**src/hdl/pctsb_pkg.sv**
```systemverilog
package pctsb_pkg;

   // field widths
   localparam int COORD_BITS    = 16;
   localparam int IDX_BITS      = 10;
   localparam int RANGE_BITS    = 16;
   localparam int CSR_IDX_BITS  = 3;
   localparam int CSR_DATA_BITS = 16;
   localparam int COUNT_BITS    = 11;

   // iteration counts and internal widths
   localparam int STEP_BITS    = 5;
   localparam int CORDIC_STEPS = 18;
   localparam int SQRT_STEPS   = 16;
   localparam int DIV_STEPS    = 20;
   localparam int SQ_BITS      = 32;
   localparam int CX_BITS      = 28;
   localparam int ACC_BITS     = 22;
   localparam int BEAR_BITS    = 18;
   localparam int DIFF_BITS    = 19;
   localparam int NUM_BITS     = 20;
   localparam int DEN_BITS     = 17;

   localparam logic signed [ACC_BITS-1:0] HALF_TURN = 22'sd524288;
   localparam logic signed [ACC_BITS-1:0] FULL_TURN = 22'sd1048576;

   // item modes
   localparam logic [1:0] MODE_CLEAR = 2'd0;
   localparam logic [1:0] MODE_ADD   = 2'd1;
   localparam logic [1:0] MODE_READ  = 2'd2;
   localparam logic [1:0] MODE_NONE  = 2'd3;

   // register indexes
   localparam logic [CSR_IDX_BITS-1:0] CSR_STATIC_HEIGHT = 3'd0;
   localparam logic [CSR_IDX_BITS-1:0] CSR_SENSOR_HEIGHT = 3'd1;
   localparam logic [CSR_IDX_BITS-1:0] CSR_ANGLE_MIN     = 3'd2;
   localparam logic [CSR_IDX_BITS-1:0] CSR_ANGLE_STEP    = 3'd3;
   localparam logic [CSR_IDX_BITS-1:0] CSR_BIN_COUNT     = 3'd4;

   typedef struct packed {
      logic [1:0]                   mode;
      logic signed [COORD_BITS-1:0] point_x;
      logic signed [COORD_BITS-1:0] point_y;
      logic signed [COORD_BITS-1:0] point_z;
      logic [IDX_BITS-1:0]          read_index;
   } req_type;

   typedef struct packed {
      logic [IDX_BITS-1:0]   bin_index;
      logic [RANGE_BITS-1:0] range_mm;
      logic                  has_return;
      logic                  out_of_span;
   } rsp_type;

   typedef struct packed {
      logic                 load_req;
      logic                 sq_x;
      logic                 sq_y;
      logic                 iter;
      logic                 fin;
      logic                 prep;
      logic                 div;
      logic                 wr;
      logic                 rd;
      logic                 rd_cap;
      logic                 clr_wr;
      logic                 res_zero;
      logic                 out_load;
      logic [STEP_BITS-1:0] step;
   } cmd_type;

   typedef struct packed {
      logic [1:0] mode;
      logic       pass_cut;
   } status_type;

   // atan(2^-i) in units of 2^-20 turn
   function automatic logic signed [ACC_BITS-1:0] atan_val(input logic [STEP_BITS-1:0] i);
      logic signed [ACC_BITS-1:0] v;
      unique case (i)
         5'd0:    v = 22'sd131072;
         5'd1:    v = 22'sd77376;
         5'd2:    v = 22'sd40884;
         5'd3:    v = 22'sd20753;
         5'd4:    v = 22'sd10417;
         5'd5:    v = 22'sd5213;
         5'd6:    v = 22'sd2607;
         5'd7:    v = 22'sd1304;
         5'd8:    v = 22'sd652;
         5'd9:    v = 22'sd326;
         5'd10:   v = 22'sd163;
         5'd11:   v = 22'sd81;
         5'd12:   v = 22'sd41;
         5'd13:   v = 22'sd20;
         5'd14:   v = 22'sd10;
         5'd15:   v = 22'sd5;
         5'd16:   v = 22'sd3;
         5'd17:   v = 22'sd1;
         default: v = 22'sd0;
      endcase
      return v;
   endfunction

endpackage

```
**src/hdl/pctsb_ctrl.sv**
```systemverilog
module pctsb_ctrl #(
   parameter int MAX_BINS = 1024
) (
   input  logic                         clock,
   input  logic                         reset,
   input  logic                         req_valid,
   output logic                         req_stall,
   output logic                         rsp_valid,
   input  logic                         rsp_stall,
   input  pctsb_pkg::status_type        status,
   output pctsb_pkg::cmd_type           cmd,
   output logic [$clog2(MAX_BINS)-1:0]  clr_addr
);

   localparam int AW = $clog2(MAX_BINS);
   localparam int SB = pctsb_pkg::STEP_BITS;
   localparam int CW = (AW > SB) ? AW : SB;

   typedef enum logic [12:0] {
      ST_IDLE   = 13'b0000000000001,
      ST_EVAL   = 13'b0000000000010,
      ST_SQX    = 13'b0000000000100,
      ST_SQY    = 13'b0000000001000,
      ST_ITER   = 13'b0000000010000,
      ST_FIN    = 13'b0000000100000,
      ST_PREP   = 13'b0000001000000,
      ST_DIV    = 13'b0000010000000,
      ST_WRITE  = 13'b0000100000000,
      ST_READ   = 13'b0001000000000,
      ST_RDWAIT = 13'b0010000000000,
      ST_CLEAR  = 13'b0100000000000,
      ST_DONE   = 13'b1000000000000
   } state_type;

   state_type       state_ff, state_in;
   logic [CW-1:0]   cnt_ff, cnt_in;
   logic            clr_item_ff, clr_item_in;
   logic            rsp_valid_ff, rsp_valid_in;
   logic            clr_last, iter_last, div_last;

   assign clr_last  = (cnt_ff[AW-1:0] == AW'(MAX_BINS - 1));
   assign iter_last = (cnt_ff[SB-1:0] == SB'(pctsb_pkg::CORDIC_STEPS - 1));
   assign div_last  = (cnt_ff[SB-1:0] == SB'(pctsb_pkg::DIV_STEPS - 1));

   assign req_stall = (state_ff != ST_IDLE);
   assign rsp_valid = rsp_valid_ff;
   assign clr_addr  = cnt_ff[AW-1:0];

   // sequence one transaction
   always_comb begin
      state_in    = state_ff;
      cnt_in      = cnt_ff;
      clr_item_in = clr_item_ff;
      cmd         = '0;
      cmd.step    = cnt_ff[SB-1:0];
      unique case (state_ff)
         ST_IDLE: begin
            if (req_valid) begin
               cmd.load_req = 1'b1;
               state_in     = ST_EVAL;
            end
         end
         ST_EVAL: begin
            cnt_in = '0;
            unique case (status.mode)
               pctsb_pkg::MODE_CLEAR: begin
                  cmd.res_zero = 1'b1;
                  clr_item_in  = 1'b1;
                  state_in     = ST_CLEAR;
               end
               pctsb_pkg::MODE_ADD: begin
                  if (status.pass_cut) begin
                     state_in = ST_SQX;
                  end else begin
                     cmd.res_zero = 1'b1;
                     state_in     = ST_DONE;
                  end
               end
               pctsb_pkg::MODE_READ: begin
                  state_in = ST_READ;
               end
               default: begin
                  cmd.res_zero = 1'b1;
                  state_in     = ST_DONE;
               end
            endcase
         end
         ST_SQX: begin
            cmd.sq_x = 1'b1;
            state_in = ST_SQY;
         end
         ST_SQY: begin
            cmd.sq_y = 1'b1;
            cnt_in   = '0;
            state_in = ST_ITER;
         end
         ST_ITER: begin
            cmd.iter = 1'b1;
            if (iter_last) begin
               state_in = ST_FIN;
            end else begin
               cnt_in = cnt_ff + 1'b1;
            end
         end
         ST_FIN: begin
            cmd.fin  = 1'b1;
            state_in = ST_PREP;
         end
         ST_PREP: begin
            cmd.prep = 1'b1;
            cnt_in   = '0;
            state_in = ST_DIV;
         end
         ST_DIV: begin
            cmd.div = 1'b1;
            if (div_last) begin
               state_in = ST_WRITE;
            end else begin
               cnt_in = cnt_ff + 1'b1;
            end
         end
         ST_WRITE: begin
            cmd.wr   = 1'b1;
            state_in = ST_DONE;
         end
         ST_READ: begin
            cmd.rd   = 1'b1;
            state_in = ST_RDWAIT;
         end
         ST_RDWAIT: begin
            cmd.rd_cap = 1'b1;
            state_in   = ST_DONE;
         end
         ST_CLEAR: begin
            cmd.clr_wr = 1'b1;
            if (clr_last) begin
               state_in    = clr_item_ff ? ST_DONE : ST_IDLE;
               clr_item_in = 1'b0;
            end else begin
               cnt_in = cnt_ff + 1'b1;
            end
         end
         ST_DONE: begin
            if (!rsp_valid_ff || !rsp_stall) begin
               cmd.out_load = 1'b1;
               state_in     = ST_IDLE;
            end
         end
         default: begin
            state_in = ST_IDLE;
         end
      endcase
   end

   // hold the result valid until taken
   always_comb begin
      if (cmd.out_load) begin
         rsp_valid_in = 1'b1;
      end else if (!rsp_stall) begin
         rsp_valid_in = 1'b0;
      end else begin
         rsp_valid_in = rsp_valid_ff;
      end
   end

   always_ff @(posedge clock) begin
      if (reset) begin
         state_ff     <= ST_CLEAR;
         cnt_ff       <= '0;
         clr_item_ff  <= 1'b0;
         rsp_valid_ff <= 1'b0;
      end else begin
         state_ff     <= state_in;
         cnt_ff       <= cnt_in;
         clr_item_ff  <= clr_item_in;
         rsp_valid_ff <= rsp_valid_in;
      end
   end

endmodule

```
**config.mk**
```make
export PLATFORM = sky130hd
export DESIGN_NAME = pctsb_ctrl
export DESIGN_NICKNAME = d
export VERILOG_FILES = /design/src/hdl/pctsb_pkg.sv /design/src/hdl/pctsb_ctrl.sv
export SDC_FILE = /design/constraint.sdc
export NUM_CORES = 1
export LEC_CHECK = 0
export BUFFER_PORTS_ARGS = -buffer_cell sky130_fd_sc_hd__clkbuf_2
export CAP_MARGIN = 20
export CORE_MARGIN = 1
export CORE_UTILIZATION = 45
export CTS_CLUSTER_DIAMETER = 200
export DETAILED_ROUTE_END_ITERATION = 8
export GPL_TIMING_DRIVEN = 0
export HOLD_SLACK_MARGIN = 0.08
export PLACE_DENSITY = 0.72
export SYNTH_ARGS = -nofsm -noshare
export SYNTH_HDL_FRONTEND = slang
export SYNTH_SLANG_ARGS = --single-unit
```
**constraint.sdc**
```tcl
create_clock -name clock -period 3.6 [get_ports clock]
set_clock_uncertainty 0.05 [all_clocks]
set_input_delay 0.36 -clock clock [delete_from_list [all_inputs] [get_ports clock]]
set_output_delay 0.36 -clock clock [all_outputs]
set_load 0.1 [all_outputs]
```
==> flow_metrics.py <==
metrics = {
    "setup_path": {
        "crit_path_max_fanout": 10,
        "worst_path_max_delay_cell": "or4_1",
        "crit_required_ns": 3.19,
        "path_cells": "clkbuf_1, or4_1, or3_1, clkbuf_1, nor3_2, clkbuf_2",
        "start_kind": "flip-flop",
        "path_class": "reg -> out",
        "critical_path.max_stage_delay_ns": 0.65,
        "crit_buf_inv": 3,
        "crit_path_frequent_cell": "clkbuf_1",
        "cp_top_family": "simple AND/OR/NAND/NOR gates",
        "worstPathArrival_ns": 2.72,
        "crit_path_end_kind": "output pin",
    },
    "clocking": {
        "clk_path_buf_depth": 2,
        "path_clk_slew_ns": 0.09,
        "root_buffer": "clkbuf_8",
        "cts-htree-levels": 1,
        "cts_tree": "built",
        "cts-buffers-inserted": 3,
        "cts_resized": 0,
        "post_cts_buffers": 0,
        "clkLatencyLatePin_ns": 0.27,
        "ctsHoldBuffers": 0,
        "cts.sinks": 25,
    },
    "sta": {
        "relSlewSlack_pct": 44.7,
        "post-route-min-period_ns": 3.13,
        "setup_violations": 0,
        "rsz0062_at_grt": "no",
        "report.final.hold_viol_count": 0,
        "final.setup.tns_ns": 0,
        "slew_viol_final": 0,
        "finalCritPeriodShare_pct": 86.9,
        "holdWs_ns": 0.298,
        "fmax_ghz": 0.320,
        "worst_pin_slew_ns": 0.823,
    },
    "die": {
        "row_count": 21,
        "die_w_microns": 63.5,
        "start_util_pct": 49.1,
        "die_y_microns": 63.5,
        "core_region_area_sq_mm": 0.00347,
        "num_io_pins": 37,
        "die-area_sq_mm": 0.00403,
    },
    "placement": {
        "post-dp-hpwl_mm": 3.13,
        "finalWeightedCongestion": 0.912,
        "port-buffer-count": 36,
    },
    "synthesis": {
        "post_synth.cell_area_avg_sq_um": 7.92,
        "yosysTopAreaCell": "dfxtp_1",
        "ys_ff_latch": 25,
        "syn_nets": 224,
        "async_flop_share_pct": 0,
        "netlist_instances": 215,
        "yosysUniqueCellTypes": 52,
        "synth.cell_area_sq_mm": 0.00170,
        "yosysTopAreaCellShare_pct": 29.4,
        "seq_area_frac_synth_pct": 29.4,
        "ys_warn_count": 0,
        "synth_edf_count": 0,
        "synth_area_leaders": "dfxtp_1, nor2_1, nor3_1",
        "synth_ff_type": "dfxtp_1",
    },
    "routing": {
        "drc": 0,
        "vias_per_cell": 5.63,
        "wl_per_cell_microns": 13.7,
        "wirelength_mm": 4.13,
        "firstDrtPassIters": 4,
        "drt_iter0_drc": 174,
        "num_vias": 1694,
        "drt.antenna.violating_nets": 0,
    },
    "layout": {
        "final_util_pct": 57.6,
        "antennaDiodeCount": 0,
        "final_net_count": 265,
        "drive_above_1_share_pct": 25.5,
        "fill_cells": 333,
        "area.growth.synth_to_final_pct": 17.3,
    },
    "min_path": {
        "hp-class": "in -> reg",
    },
    "global_routing": {
        "grt_pass1_wl_mm": 7.18,
        "grt_antenna_before_repair": 0,
        "grt_overflow": 0,
        "grt_max_degree": 14,
        "first_global_vias": 1530,
        "grt_usage_pct": 21.8,
    },
    "power": {
        "max-vdd-ir-drop_v": 0.000392,
        "power_mw": 0.783,
        "power_leakage_nw": 0.786,
        "power_density_mw_per_mm2": 392,
    },
    "run": {
        "cap_viol_max_count": 0,
    },
    "run_status": {
        "status": "completed",
    },
}
[Yosys cell counts (6+ instances only)]
cell,n
nor2_1,22
nand2_1,10
or4_1,6
clkbuf_1,13
nor3_1,13
inv_1,10
a21oi_1,9
nor4_1,9
dfxtp_1,25
buf_4,6
[routing by layer]
layer	routed length, microns	GRT usage, %
met4	47	6.82
met2	1820	32.8
met5	0	0
met3	202	3.99
met1	2060	30.9
[path summary, 6_finish.rpt]
kind                                  start          end  slack [ns]  depth (start not counted)
worst max-delay path            state_ff[9]      cmd[12]        0.47                          6
worst min-delay path              rsp_stall    rsp_valid        0.30                          3
worst max register to register  state_ff[9]  clr_addr[8]        0.77                          6
worst min register to register    rsp_valid    rsp_valid        0.45                          2
[where the power goes]
part / internal, mW / switching (mW) / total, mW
Clock: 0.0792 / 0.0907 / 0.170
Sequential: 0.288 / 0.0135 / 0.301
Combinational: 0.0751 / 0.237 / 0.312
Total: 0.442 / 0.341 / 0.783
[area by class of cell]
cell class                 count  area (sq um)  share of cell area, %
inverter                      10          37.5                   1.88
multi-input combinational    158          1060                   53.2
timing repair buffer          36           180                   9.02
tap                           46          57.6                   2.88
sequential                    25           500                   25.0
clock buffer                   4          45.0                   2.25
buffer                        22           115                   5.76
[stage by stage]
step	cells	area [sq um]	setup slack [ns]
after floorplan	215	1720	-0.109
after global placement	297	1950	0.783
after detailed placement	297	1950	0.789
after CTS	301	2000	0.484
after global routing	301	2000	0.352
final	301	2000	0.473
[worst min-delay path, stage by stage]
cell and delay [ns]:
clkbuf_2 0.08, nand2_1 0.07, a21oi_1 0.06
[state kept, by name, summed over array words and instances (netlist names)]
register / cells
clr_item_ff: 1
rsp_valid: 1
state_ff: 13
clr_addr: 10
[cells by family after synthesis]
kind of cell	after synthesis	share of synthesized area, %
buffers and inverters	32	8.96
AOI/OAI and AO/OA	37	14.8
xor gates and xnor gates	5	2.57
DFF	25	29.4
muxes	5	3.45
adders and majority gates	2	1.47
and+or+nand+nor	109	39.4
[cell usage in the layout, fill, tap and decap left out, types with 4 or more instances in the layout]
cell | netlist | final
buf_4 | 6 | 6
nor3_1 | 13 | 11
nor3b_1 | 5 | 5
clkbuf_2 | 0 | 36
dfxtp_1 | 25 | 25
nand3b_1 | 4 | 4
clkbuf_1 | 13 | 14
or4_1 | 6 | 6
xor2_1 | 4 | 4
o31ai_1 | 4 | 4
a21oi_1 | 9 | 9
inv_1 | 10 | 10
o21ai_0 | 5 | 5
o22ai_1 | 4 | 4
nand3_1 | 4 | 4
nand2_1 | 10 | 10
nor2_1 | 22 | 21
nor4_1 | 9 | 9
nor4b_1 | 5 | 5
Note: power is estimated with default switching activity, not from simulation.
